===== src/design/ile_pkg.sv =====
// Shared types and constants for the indexed list engine.
// No dependencies; every other file in the design depends on this package.
package ile_pkg;

  // Fixed field widths of the command and response words, and the default list depth
  localparam int POS_W         = 7;
  localparam int VAL_W         = 32;
  localparam int DEPTH_DEFAULT = 64;

  typedef enum logic [2:0] {
    CMD_APPEND = 3'd0,
    CMD_INSERT = 3'd1,
    CMD_ERASE  = 3'd2,
    CMD_READ   = 3'd3,
    CMD_WRITE  = 3'd4,
    CMD_RESIZE = 3'd5,
    CMD_FIRST  = 3'd6,
    CMD_LAST   = 3'd7
  } cmd_t;

  typedef enum logic [1:0] {
    ST_OK    = 2'd0,
    ST_RANGE = 2'd1,
    ST_EMPTY = 2'd2,
    ST_FULL  = 2'd3
  } status_t;

  typedef enum logic [3:0] {
    S_IDLE,
    S_EXEC,
    S_UP_PRIME,
    S_SHIFT_UP,
    S_PUT,
    S_DN_PRIME,
    S_SHIFT_DN,
    S_FILL,
    S_DONE
  } state_t;

  // Write data source for the element memory
  typedef enum logic [1:0] {
    WS_VAL,
    WS_RDATA,
    WS_ZERO
  } wsrc_t;

  // Address sources: the command's own index, or the walking pointers
  typedef enum logic {
    WA_ITEM,
    WA_PTR
  } waddr_t;

  typedef enum logic {
    RA_ITEM,
    RA_PTR
  } raddr_t;

  typedef enum logic [2:0] {
    PTR_HOLD,
    PTR_SET_UP,
    PTR_SET_DN,
    PTR_SET_FILL,
    PTR_READ_DEC,
    PTR_READ_INC,
    PTR_BOTH_DEC,
    PTR_BOTH_INC
  } ptr_op_t;

  typedef enum logic [1:0] {
    CNT_HOLD,
    CNT_INC,
    CNT_DEC,
    CNT_POS
  } cnt_op_t;

  // Controller to datapath commands
  typedef struct packed {
    logic    latch;
    logic    st_load;
    logic    mem_wr;
    wsrc_t   wsrc;
    waddr_t  wa;
    logic    mem_rd;
    raddr_t  ra;
    ptr_op_t ptr_op;
    cnt_op_t cnt_op;
    logic    load_out;
  } ctl_t;

  // Datapath to controller status
  typedef struct packed {
    cmd_t cmd;
    logic err;
    logic ins_at_end;
    logic ers_at_end;
    logic grow;
    logic up_last;
    logic dn_last;
    logic fill_last;
    logic out_free;
  } sts_t;

endpackage


===== src/design/ile_in_if.sv =====
// Command channel of the indexed list engine: valid/ready plus the command word.
// Depends on ile_pkg for the command type and field widths.
interface ile_in_if;
  logic                              valid;
  logic                              ready;
  ile_pkg::cmd_t                     command;
  logic [ile_pkg::POS_W-1:0]         position;
  logic signed [ile_pkg::VAL_W-1:0]  value;

  modport source (output valid, command, position, value, input ready);
  modport sink   (input valid, command, position, value, output ready);
endinterface


===== src/design/ile_out_if.sv =====
// Response channel of the indexed list engine: valid/ready plus the result word.
// Depends on ile_pkg for the status type and field widths.
interface ile_out_if;
  logic                              valid;
  logic                              ready;
  ile_pkg::status_t                  status;
  logic signed [ile_pkg::VAL_W-1:0]  read_value;
  logic [ile_pkg::POS_W-1:0]         count;

  modport source (output valid, status, read_value, count, input ready);
  modport sink   (input valid, status, read_value, count, output ready);
endinterface


===== src/design/ile_dp.sv =====
// Datapath of the indexed list engine: element memory, count, walk pointers,
// status decode and the response register. Depends on ile_pkg and ile_out_if.
module ile_dp #(
  parameter int DEPTH = ile_pkg::DEPTH_DEFAULT
) (
  input  logic                              clk,
  input  logic                              rst,
  input  ile_pkg::cmd_t                     command,
  input  logic [ile_pkg::POS_W-1:0]         position,
  input  logic signed [ile_pkg::VAL_W-1:0]  value,
  input  ile_pkg::ctl_t                     ctl,
  output ile_pkg::sts_t                     sts,
  ile_out_if.source                         response
);
  import ile_pkg::*;

  localparam int AW = (DEPTH > 1) ? $clog2(DEPTH) : 1;
  localparam int CW = $clog2(DEPTH + 1);
  localparam int MW = ((CW > POS_W) ? CW : POS_W) + 1;

  // Latched command word
  cmd_t             cmd_r;
  logic [POS_W-1:0] pos_r;
  logic [VAL_W-1:0] val_r;

  logic [CW-1:0]    count;
  logic [CW-1:0]    rptr;
  logic [CW-1:0]    wptr;
  logic [VAL_W-1:0] rdata;
  status_t          st_r;
  status_t          st;

  logic             out_valid;
  status_t          out_status;
  logic [VAL_W-1:0] out_value;
  logic [POS_W-1:0] out_count;

  logic [VAL_W-1:0] mem [DEPTH];

  logic [MW-1:0]    n_w;
  logic [MW-1:0]    pos_w;
  logic [MW-1:0]    depth_w;
  logic [MW-1:0]    wptr_w;
  logic [MW-1:0]    ridx_w;
  logic [MW-1:0]    widx_w;
  logic [AW-1:0]    raddr;
  logic [AW-1:0]    waddr;
  logic [VAL_W-1:0] wdata;
  logic             is_read;

  assign n_w     = MW'(count);
  assign pos_w   = MW'(pos_r);
  assign depth_w = MW'(DEPTH);
  assign wptr_w  = MW'(wptr);

  // Capture the command word on accept
  always_ff @(posedge clk) begin
    if (ctl.latch) begin
      cmd_r <= command;
      pos_r <= position;
      val_r <= value;
    end
  end

  // Decode the result status against the current count
  always_comb begin
    st = ST_OK;
    unique case (cmd_r)
      CMD_APPEND: begin
        if (n_w >= depth_w) st = ST_FULL;
      end
      CMD_INSERT: begin
        if (pos_w > n_w) st = ST_RANGE;
        else if (n_w >= depth_w) st = ST_FULL;
      end
      CMD_ERASE, CMD_READ, CMD_WRITE: begin
        if (pos_w >= n_w) st = ST_RANGE;
      end
      CMD_RESIZE: begin
        if (pos_w > depth_w) st = ST_RANGE;
      end
      CMD_FIRST, CMD_LAST: begin
        if (n_w == '0) st = ST_EMPTY;
      end
    endcase
  end

  // Status flags toward the controller
  always_comb begin
    sts.cmd        = cmd_r;
    sts.err        = (st != ST_OK);
    sts.ins_at_end = (pos_w == n_w);
    sts.ers_at_end = ((pos_w + MW'(1)) == n_w);
    sts.grow       = (pos_w > n_w);
    sts.up_last    = (wptr_w == (pos_w + MW'(1)));
    sts.dn_last    = ((wptr_w + MW'(2)) == n_w);
    sts.fill_last  = ((wptr_w + MW'(1)) == pos_w);
    sts.out_free   = !out_valid || response.ready;
  end

  // Address and data selection for the element memory
  always_comb begin
    priority if (cmd_r == CMD_FIRST) begin
      ridx_w = '0;
    end else if (cmd_r == CMD_LAST) begin
      ridx_w = n_w - MW'(1);
    end else begin
      ridx_w = pos_w;
    end
    widx_w = (cmd_r == CMD_APPEND) ? n_w : pos_w;

    raddr = (ctl.ra == RA_PTR) ? rptr[AW-1:0] : ridx_w[AW-1:0];
    waddr = (ctl.wa == WA_PTR) ? wptr[AW-1:0] : widx_w[AW-1:0];

    unique case (ctl.wsrc)
      WS_VAL:   wdata = val_r;
      WS_RDATA: wdata = rdata;
      WS_ZERO:  wdata = '0;
      default:  wdata = '0;
    endcase
  end

  // Element memory: one write port, one registered read port
  always_ff @(posedge clk) begin
    if (ctl.mem_wr) begin
      mem[waddr] <= wdata;
    end
    if (ctl.mem_rd) begin
      rdata <= mem[raddr];
    end
  end

  // Walk pointers for shifting and zero fill
  always_ff @(posedge clk) begin
    unique case (ctl.ptr_op)
      PTR_HOLD: ;
      PTR_SET_UP: begin
        rptr <= count - CW'(1);
        wptr <= count;
      end
      PTR_SET_DN: begin
        wptr <= CW'(pos_w);
        rptr <= CW'(pos_w + MW'(1));
      end
      PTR_SET_FILL: begin
        wptr <= count;
      end
      PTR_READ_DEC: begin
        rptr <= rptr - CW'(1);
      end
      PTR_READ_INC: begin
        rptr <= rptr + CW'(1);
      end
      PTR_BOTH_DEC: begin
        rptr <= rptr - CW'(1);
        wptr <= wptr - CW'(1);
      end
      PTR_BOTH_INC: begin
        rptr <= rptr + CW'(1);
        wptr <= wptr + CW'(1);
      end
    endcase
  end

  // Element count
  always_ff @(posedge clk) begin
    if (rst) begin
      count <= '0;
    end else begin
      unique case (ctl.cnt_op)
        CNT_HOLD: ;
        CNT_INC:  count <= count + CW'(1);
        CNT_DEC:  count <= count - CW'(1);
        CNT_POS:  count <= CW'(pos_w);
      endcase
    end
  end

  // Hold the decoded status for the response
  always_ff @(posedge clk) begin
    if (ctl.st_load) begin
      st_r <= st;
    end
  end

  assign is_read = (cmd_r == CMD_READ) || (cmd_r == CMD_FIRST) || (cmd_r == CMD_LAST);

  // Response register: load a finished word, drop it once taken
  always_ff @(posedge clk) begin
    if (rst) begin
      out_valid <= 1'b0;
    end else if (ctl.load_out) begin
      out_valid <= 1'b1;
    end else if (response.ready) begin
      out_valid <= 1'b0;
    end
  end

  always_ff @(posedge clk) begin
    if (ctl.load_out) begin
      out_status <= st_r;
      out_value  <= (st_r == ST_OK && is_read) ? rdata : '0;
      out_count  <= n_w[POS_W-1:0];
    end
  end

  assign response.valid      = out_valid;
  assign response.status     = out_status;
  assign response.read_value = out_value;
  assign response.count      = out_count;

endmodule


===== src/design/ile_ctrl.sv =====
// Controller of the indexed list engine: sequences each command over the
// datapath through ctl_t commands and sts_t status. Depends on ile_pkg.
module ile_ctrl (
  input  logic          clk,
  input  logic          rst,
  input  logic          in_valid,
  output logic          in_ready,
  input  ile_pkg::sts_t sts,
  output ile_pkg::ctl_t ctl
);
  import ile_pkg::*;

  state_t state;
  state_t state_next;

  // State register
  always_ff @(posedge clk) begin
    if (rst) begin
      state <= S_IDLE;
    end else begin
      state <= state_next;
    end
  end

  // Next state and datapath commands
  always_comb begin
    state_next = state;
    in_ready   = 1'b0;
    ctl        = '0;
    unique case (state)
      // Take no word while reset is applied
      S_IDLE: begin
        if (!rst) begin
          in_ready = 1'b1;
          if (in_valid) begin
            ctl.latch  = 1'b1;
            state_next = S_EXEC;
          end
        end
      end
      S_EXEC: begin
        ctl.st_load = 1'b1;
        if (sts.err) begin
          state_next = S_DONE;
        end else begin
          unique case (sts.cmd)
            CMD_APPEND, CMD_WRITE: begin
              ctl.mem_wr = 1'b1;
              ctl.wsrc   = WS_VAL;
              ctl.wa     = WA_ITEM;
              ctl.cnt_op = (sts.cmd == CMD_APPEND) ? CNT_INC : CNT_HOLD;
              state_next = S_DONE;
            end
            CMD_INSERT: begin
              if (sts.ins_at_end) begin
                ctl.mem_wr = 1'b1;
                ctl.wsrc   = WS_VAL;
                ctl.wa     = WA_ITEM;
                ctl.cnt_op = CNT_INC;
                state_next = S_DONE;
              end else begin
                ctl.ptr_op = PTR_SET_UP;
                state_next = S_UP_PRIME;
              end
            end
            CMD_ERASE: begin
              if (sts.ers_at_end) begin
                ctl.cnt_op = CNT_DEC;
                state_next = S_DONE;
              end else begin
                ctl.ptr_op = PTR_SET_DN;
                state_next = S_DN_PRIME;
              end
            end
            CMD_READ, CMD_FIRST, CMD_LAST: begin
              ctl.mem_rd = 1'b1;
              ctl.ra     = RA_ITEM;
              state_next = S_DONE;
            end
            CMD_RESIZE: begin
              if (sts.grow) begin
                ctl.ptr_op = PTR_SET_FILL;
                state_next = S_FILL;
              end else begin
                ctl.cnt_op = CNT_POS;
                state_next = S_DONE;
              end
            end
          endcase
        end
      end
      // Shift up: read the word below, write it one place higher
      S_UP_PRIME: begin
        ctl.mem_rd = 1'b1;
        ctl.ra     = RA_PTR;
        ctl.ptr_op = PTR_READ_DEC;
        state_next = S_SHIFT_UP;
      end
      S_SHIFT_UP: begin
        ctl.mem_wr = 1'b1;
        ctl.wsrc   = WS_RDATA;
        ctl.wa     = WA_PTR;
        ctl.mem_rd = 1'b1;
        ctl.ra     = RA_PTR;
        ctl.ptr_op = PTR_BOTH_DEC;
        if (sts.up_last) begin
          state_next = S_PUT;
        end
      end
      S_PUT: begin
        ctl.mem_wr = 1'b1;
        ctl.wsrc   = WS_VAL;
        ctl.wa     = WA_ITEM;
        ctl.cnt_op = CNT_INC;
        state_next = S_DONE;
      end
      // Shift down: read the word above, write it one place lower
      S_DN_PRIME: begin
        ctl.mem_rd = 1'b1;
        ctl.ra     = RA_PTR;
        ctl.ptr_op = PTR_READ_INC;
        state_next = S_SHIFT_DN;
      end
      S_SHIFT_DN: begin
        ctl.mem_wr = 1'b1;
        ctl.wsrc   = WS_RDATA;
        ctl.wa     = WA_PTR;
        ctl.mem_rd = 1'b1;
        ctl.ra     = RA_PTR;
        ctl.ptr_op = PTR_BOTH_INC;
        if (sts.dn_last) begin
          ctl.cnt_op = CNT_DEC;
          state_next = S_DONE;
        end
      end
      // Zero-fill grown slots one per cycle
      S_FILL: begin
        ctl.mem_wr = 1'b1;
        ctl.wsrc   = WS_ZERO;
        ctl.wa     = WA_PTR;
        ctl.ptr_op = PTR_BOTH_INC;
        if (sts.fill_last) begin
          ctl.cnt_op = CNT_POS;
          state_next = S_DONE;
        end
      end
      // Hand the word to the response register once it is free
      S_DONE: begin
        if (sts.out_free) begin
          ctl.load_out = 1'b1;
          state_next   = S_IDLE;
        end
      end
      default: begin
        state_next = S_IDLE;
      end
    endcase
  end

`ifndef SYNTHESIS
  // Never overwrite a response word that has not been taken
  a_load_free: assert property (@(posedge clk) disable iff (rst)
    ctl.load_out |-> sts.out_free)
    else $error("response loaded while occupied");

  // An accepted command is executed in the next cycle
  a_accept_exec: assert property (@(posedge clk) disable iff (rst)
    (in_valid && in_ready) |=> (state == S_EXEC))
    else $error("accepted command not executed");

  // Moves and fills run only for commands that passed their checks
  a_walk_ok: assert property (@(posedge clk) disable iff (rst)
    (state == S_SHIFT_UP || state == S_SHIFT_DN || state == S_FILL || state == S_PUT)
      |-> !sts.err)
    else $error("memory walk on a failed command");
`endif

endmodule


===== src/design/indexed_list_insert_erase.sv =====
// Indexed list engine: an accepted command is executed, then its response word is
// registered; the next command is taken once that word has been loaded.
// An insert that moves elements shifts them up one place per write, an erase
// shifts them down, a growing resize zero-fills each new slot; a held response word stalls.
// One command at a time, every move and fill going through the single write port.
// Reset clears count and control.
module indexed_list_insert_erase #(
  parameter int DEPTH = ile_pkg::DEPTH_DEFAULT
) (
  input  logic      clk,
  input  logic      rst,
  ile_in_if.sink    request,
  ile_out_if.source response
);
  import ile_pkg::*;

  ctl_t ctl;
  sts_t sts;
  logic ready;

  assign request.ready = ready;

  ile_ctrl u_ctrl (
    .clk      (clk),
    .rst      (rst),
    .in_valid (request.valid),
    .in_ready (ready),
    .sts      (sts),
    .ctl      (ctl)
  );

  ile_dp #(
    .DEPTH (DEPTH)
  ) u_dp (
    .clk      (clk),
    .rst      (rst),
    .command  (request.command),
    .position (request.position),
    .value    (request.value),
    .ctl      (ctl),
    .sts      (sts),
    .response (response)
  );

endmodule

===== src/flat_wrapper.sv =====
// flat-port wrapper written by rule: the top's interface ports become plain ports
module indexed_list_insert_erase_flat import ile_pkg::*;
#(
  parameter int DEPTH = ile_pkg::DEPTH_DEFAULT
)
  (clk, rst, request_valid, request_command, request_position, request_value, request_ready, response_valid, response_status, response_read_value, response_count, response_ready);
  ile_in_if request_i ();
  ile_out_if response_i ();
  input  logic clk;
  input  logic rst;
  input wire logic [$bits(request_i.valid)-1:0] request_valid;
  input wire logic [$bits(request_i.command)-1:0] request_command;
  input wire logic [$bits(request_i.position)-1:0] request_position;
  input wire logic [$bits(request_i.value)-1:0] request_value;
  output wire logic [$bits(request_i.ready)-1:0] request_ready;
  output wire logic [$bits(response_i.valid)-1:0] response_valid;
  output wire logic [$bits(response_i.status)-1:0] response_status;
  output wire logic [$bits(response_i.read_value)-1:0] response_read_value;
  output wire logic [$bits(response_i.count)-1:0] response_count;
  input wire logic [$bits(response_i.ready)-1:0] response_ready;
  assign request_i.valid = request_valid;
  assign request_i.command = request_command;
  assign request_i.position = request_position;
  assign request_i.value = request_value;
  assign request_ready = request_i.ready;
  assign response_valid = response_i.valid;
  assign response_status = response_i.status;
  assign response_read_value = response_i.read_value;
  assign response_count = response_i.count;
  assign response_i.ready = response_ready;
  indexed_list_insert_erase #(.DEPTH(DEPTH)) u_core (.clk(clk), .rst(rst), .request(request_i), .response(response_i));
endmodule

===== config.mk =====
export PLATFORM = sky130hd
export DESIGN_NAME = indexed_list_insert_erase_flat
export DESIGN_NICKNAME = d
export VERILOG_FILES = /design/src/design/ile_pkg.sv /design/src/design/ile_in_if.sv /design/src/design/ile_out_if.sv /design/src/design/ile_dp.sv /design/src/design/ile_ctrl.sv /design/src/design/indexed_list_insert_erase.sv /design/src/flat_wrapper.sv
export SDC_FILE = /design/constraint.sdc
export NUM_CORES = 2
export LEC_CHECK = 0
export BUFFER_PORTS_ARGS = -buffer_cell sky130_fd_sc_hd__buf_2
export CAP_MARGIN = 5
export CELL_PAD_IN_SITES_DETAIL_PLACEMENT = 0
export CELL_PAD_IN_SITES_GLOBAL_PLACEMENT = 1
export CORE_AREA = 2 2 499 501
export CTS_CLUSTER_SIZE = 14
export DETAILED_ROUTE_END_ITERATION = 6
export DIE_AREA = 0 0 501 503
export PLACE_DENSITY = 0.63
export SETUP_SLACK_MARGIN = 0.5
export SYNTH_ARGS = -nofsm -noshare
export SYNTH_HDL_FRONTEND = slang
export SYNTH_SLANG_ARGS = --single-unit
export TNS_END_PERCENT = 100

===== constraint.sdc =====
create_clock -name clk -period 14 [get_ports clk]
set_input_delay 2.1 -clock clk [delete_from_list [all_inputs] [get_ports clk]]
set_output_delay 2.1 -clock clk [all_outputs]
set_load 0.1 [all_outputs]

Yosys cells after proc, flatten, opt, wreduce, memory -nomap -nowiden:

Memories as Yosys holds them, arrays and structs flattened. A register that Yosys moved wholly into a read port is not among the register bits.
Index checks and enable logic that the tools add are counted.

* bits in registers: 111
* bits in writable memories: 2048
* input port bits: 46
* output and inout bits: 43
* logic and storage cells: 147
* memories kept: 1

* add/subtract/negate cells: 10
* order comparisons: 4
* eq/ne operators: 36
* multiplexer cells: 57
* reductions and logical operators: 27

Memory list
* u_core.u_dp.mem: depth 64, width 32, rd ports 1, clocked after memory_dff 1, write ports 1, line ile_dp.sv:38 `logic [VAL_W-1:0] mem [DEPTH];`

Operators with widths (count)
* 32-bit case mux with 2 select lines: 1
* 7-bit case mux with 4 select lines: 2
* 4-bit 2-to-1 mux: 10
* 4-bit case mux with 9 select lines: 1
* 4-bit case mux with 4 select lines: 2
* 6-bit 2-to-1 mux: 5
* 3-bit equality test (second input constant): 8
* 8-bit by 7-bit equality test with 1-bit output: 3
* 7-bit by 1-bit adder with 7-bit output (second input constant): 3
* 7-bit case mux with 3 select lines: 1
* 7-bit by 1-bit subtractor with 7-bit output (second input constant): 3
* 2-bit 2-to-1 mux: 10
* 1-bit 2-to-1 mux: 17
* 7-bit by 1-bit adder with 8-bit output (second input constant): 2
* 4-bit by 3-bit equality test with 1-bit output (second input constant): 4
* 2-bit case mux with 4 select lines: 2
* 3-bit case mux with 5 select lines: 1
* 2-bit OR reduction: 7
* 3-bit by 2-bit equality test with 1-bit output (second input constant): 4
* 11-bit 2-to-1 mux: 1
* 2-bit case mux with 5 select lines: 1
* 7-bit by 2-bit adder with 8-bit output (second input constant): 1
* 4-bit by 2-bit equality test with 1-bit output (second input constant): 2
* 7-bit by 8-bit equality test with 1-bit output: 1
* other kinds (30): 42

Depth between registers and ports, before layout:

* depth after elaboration: 10
* depth in mapped cells: 16

By module:

Synthesis repeated with hierarchy kept, for this count alone.

* cell total of the unflattened synthesis: 6899
* area, all modules: 89304.4 um^2

Modules (own cells, without submodules)
* ile_dp: instances 1, cells each 6819, area each 88755.1 um^2
* ile_ctrl: instances 1, cells each 80, area each 549.3 um^2

Least setup slack after synthesis:

Ideal clock, no wire load.

* path kind: input to output
* start point: in rst
* end point: out request_ready
* arrival: 5.017 ns
* path slack: 6.883 ns
* stages: 1
* buffers on the path: 0
* path through: nor4_1

* word-level cells in the longest chain between the ends: 2

RTL lines
* start: declaration: line flat_wrapper.sv:10 `input logic rst;`
* 1-bit 2-to-1 mux: line ile_ctrl.sv:33 `if (!rst) begin`
* 1-bit 2-to-1 mux: line ile_ctrl.sv:30 `unique case (state)`
* end: declaration: line flat_wrapper.sv:15 `output wire logic [$bits(request_i.ready)-1:0] request_ready;`

No other way between the ends.

Worst setup path after layout:

* start point: reg u_core.u_dp.count[0]
* end point: reg u_core.u_dp.rdata[8] (read register of u_core.u_dp.mem), data pin

* word-level cells in the longest chain between the ends: 8

RTL lines
* start: declaration: line ile_dp.sv:26 `logic [CW-1:0] count;`
* start signal: assignment: line ile_dp.sv:172 `CNT_INC: count <= count + CW'(1);`
* start signal: assignment: line ile_dp.sv:173 `CNT_DEC: count <= count - CW'(1);`
* start signal: assignment: line ile_dp.sv:174 `CNT_POS: count <= CW'(pos_w);`
* 7-bit greater-or-equal comparator: line ile_dp.sv:70, ile_dp.sv:74
* 2-bit 2-to-1 mux: line ile_dp.sv:70, ile_dp.sv:74
* 2-bit 2-to-1 mux: line ile_dp.sv:73 `if (pos_w > n_w) st = ST_RANGE;`
* 2-bit case mux with 5 select lines: line ile_dp.sv:68 `unique case (cmd_r)`
* 2-bit nonzero test: line ile_dp.sv:91 `sts.err = (st != ST_OK);`
* 11-bit 2-to-1 mux: line ile_ctrl.sv:43 `if (sts.err) begin`
* 2-bit case mux with 2 select lines: line ile_ctrl.sv:30
* 6-bit 2-to-1 mux: line ile_dp.sv:112 `raddr = (ctl.ra == RA_PTR) ? rptr[AW-1:0] : ridx_w[AW-1:0];`
* end: declaration: line ile_dp.sv:29 `logic [VAL_W-1:0] rdata;`

Parallel ways exist; a longest one is shown, timed or not.
A chain may end at the register's enable or synchronous reset.

==> flow_summary.yaml <==
status:
  outcome: "finished, final reports clean"
power_and_ir_drop:
  irDropWorstVdd_v: 0.000130
  p_switching_mw: 3.68
  intPower_mw: 11.1
  pwr-share-seq_pct: 49.9
  p_comb_share_pct: 11.8
  swShare_pct: 24.9
  clkPwrFrac_pct: 38.2
  p_leak_nw: 31.0
  powerDensity_nw_per_um2: 150
floorplan:
  die_area_sq_um: 252000
  die_h_um: 503
  initial_core_util_pct: 34.8
  coreArea_sq_um: 247000
  num_rows: 183
  io-pin-count: 89
  die_w_um: 501
timing:
  rsz0062_at_grt: "no"
  period_needed_ps: 6520
  relSlewSlack_pct: 20.1
  finalMaxSlewViolations: 0
  hold_viol: 0
  hold_ws_ps: 510
  fmax_mhz: 153
  tightest_slew_ps: 1190
  finClkSkew_ps: 31.5
  setup_viol: 0
  finalSetupTns_ps: 0
  period_share_pct: 46.5
synth:
  synth_area_per_cell_sq_um: 18.5
  ys_top_cells_by_area: "edfxtp_1, mux4_2, nand2_1"
  yosys.area.top_type: "edfxtp_1"
  synthesis.area_sq_um: 85900
  synth.most_common_cell: "edfxtp_1"
  syn_nets: 4727
  yosysTopAreaCellShare_pct: 76.1
  synth_seq_cells: 2190
  yosysWarnings: 0
  synthTopCellsByCount: "edfxtp_1, nand2_1, mux4_2"
  netlist_instances: 4657
  ys_seq_area_share_pct: 76.4
  synth_cell_types: 80
  async_reset_ff_share_pct: 0
  synth_edf_count: 2178
  ys.flop_type: "edfxtp_1"
clocking:
  clock-sinks: 2190
  cts-root-buf: "clkbuf_16"
  post_cts_buffers: 0
  clockBufferDepth: 3
  post_cts_resized: 0
  cts.clk_slew.worst_paths_ps: 70
  hold_buffers: 0
  cts_buffers: 219
  ctsHtreeMaxLevel: 4
  clk_latency_ps: 850
  cts_tree: "done"
global_routing:
  grt_max_degree: 132
  grt_first_pass_wirelength_um: 350000
  antenna_found_initial: 15
  grt_use_total_pct: 19.5
  grt_pass1_vias: 45427
  grt_overflow: 0
layout:
  fin_cells: 8282
  final_nets: 4930
  drive_gt1_share_pct: 21.9
  area_delta_synth_final_pct: 14.4
routing:
  drcViolationCount: 0
  via_count: 46073
  antenna_left: 0
  wire_per_inst_um: 30.2
  first_pass_iters: 6
  wl_um: 250000
  drt-vias-per-instance: 5.56
  drt_iter0_drc: 5268
setup_path:
  r2r-start: "u_core.u_dp.count[0]"
  setup.worst_path.end_class: "flip-flop"
  crit_required_ps: 14550
  worstSetupPathType: "reg2reg"
  crit_path_start_kind: "flip-flop"
  path_max_fanout: 123
  reg2reg_depth: 14
  cp-startpoint: "u_core.u_dp.count[0]"
  crit_arrival_ps: 7070
place:
  gp_congestion: 0.796
  hpwl_um: 137000
  numPortBuffers: 88
  place_inst: 7875
hold_path:
  min_path_type: "reg2reg"
  worstHoldPathCells: 0
  holdCritStartpoint: "u_core.u_dp.st_r[1]"
job:
  max_cap_viol_count: 0
placed cells by master (no fill, tap or decap), drive strengths merged, types with 8 or more instances in the layout:
master,synthesis,routed
edfxtp,2178,2178
nand2,598,598
mux4,416,416
clkbuf,117,284
buf,155,252
a21oi,213,213
nand3,188,188
a22oi,150,150
nor2,112,112
clkinv,0,91
o22ai,50,50
o21ai,48,48
mux2i,43,43
a31oi,38,38
inv,27,36
and2,34,34
and3,27,27
xnor2,25,25
ha,22,22
nor4,19,19
nor3,19,19
bufinv,0,16
a21o,15,15
xor2,12,12
dfxtp,12,12
nor2b,12,12
a211oi,11,11
a2111oi,10,10
nand2b,9,9
a22o,9,9
nand3b,8,8
state kept, by name (all words and copies together), names as in the netlist:
signal and flops:
u_core.u_dp.st_r 2, u_core.u_dp.response.count 7, u_core.u_dp.count 7, u_core.u_ctrl.state 4
u_core.u_dp.response.read_value 32, u_core.u_dp.cmd_r 3, u_core.u_dp.mem 2048, u_core.u_dp.wptr 7
u_core.u_dp.val_r 32, u_core.u_dp.pos_r 7, u_core.u_dp.response.status 2, u_core.u_dp.rptr 6
u_core.u_dp.rdata 32, u_core.u_dp.response.valid 1
through the flow:
step / cell area (sq um) / util (%) / total power [mW] / worst slack [ps]
finish: 98300 / 39.8 / 14.8 / 7480
global route: 98300 / 39.8 / 15.2 / 7180
CTS: 98300 / 39.8 / 14.9 / 7590
detailed placement: 91500 / 37.0 / 9.28 / 7620
global placement: 91500 / 37.0 / 9.27 / 7660
floorplan: 85900 / - / 8.62 / 6880
worst paths after layout:
kind | endpoint | slack, ps
setup reg to reg | u_core.u_dp.rdata[8] | 7480
hold / removal | u_core.u_dp.response.status[1] | 510
hold reg to reg | u_core.u_dp.response.status[1] | 510
setup / recovery | u_core.u_dp.rdata[8] | 7480
power by group through the flow:
stage          Clock, mW  Sequential (mW)  Combinational (mW)
2_1_floorplan          0             7.53                1.08
3_5_place_dp           0             7.52                1.76
6_report            5.65             7.38                1.75
3_3_place_gp           0             7.52                1.75
4_1_cts             5.75             7.38                1.76
5_1_grt             6.00             7.38                1.86
cell families (layout without fill, tap and decap cells):
logic type      Yosys count  count (layout)  share of synthesized area [%]
fa+ha+maj                24              24                          0.367
compound gates          593             593                           4.46
mux                     464             464                           11.5
buf+inv                 299             681                           1.57
simple gates           1050            1050                           5.37
xor+xnor                 37              37                          0.377
flops                  2190            2190                           76.4
other cells               0               6                              0
critical path, cell delays in order, from the launching register on:
cell     delay, ps
dfxtp_1        710
inv_1          170
ha_1           350
inv_1          150
nand2_1         70
o21ai_0        460
o21a_4         370
buf_4          630
buf_12         600
buf_4          730
mux4_2         410
a22oi_1        280
a21oi_1        220
a21oi_1        640
mux2i_1        180
metal layers:
metal,vias up,global-route usage (%),part of all wire (%)
met5,-,0,0
met1,24841,27.5,42
met2,1754,32.0,48
met4,0,4.87,2.6
met3,335,2.75,6.6
li1,19143,-,-
cell type report:
| cell class | count | area, sq um |
|---|---|---|
| fill | 22102 | 149000 |
| sequential | 2190 | 65600 |
| multi-input combinational | 2168 | 20000 |
| clock buffer | 283 | 5760 |
| tap | 3237 | 4050 |
| timing repair buffer | 254 | 1740 |
| clock inverter | 117 | 1050 |
| inverter | 27 | 101 |
| antenna | 6 | 15.0 |
(Power assumes the default switching activity.)
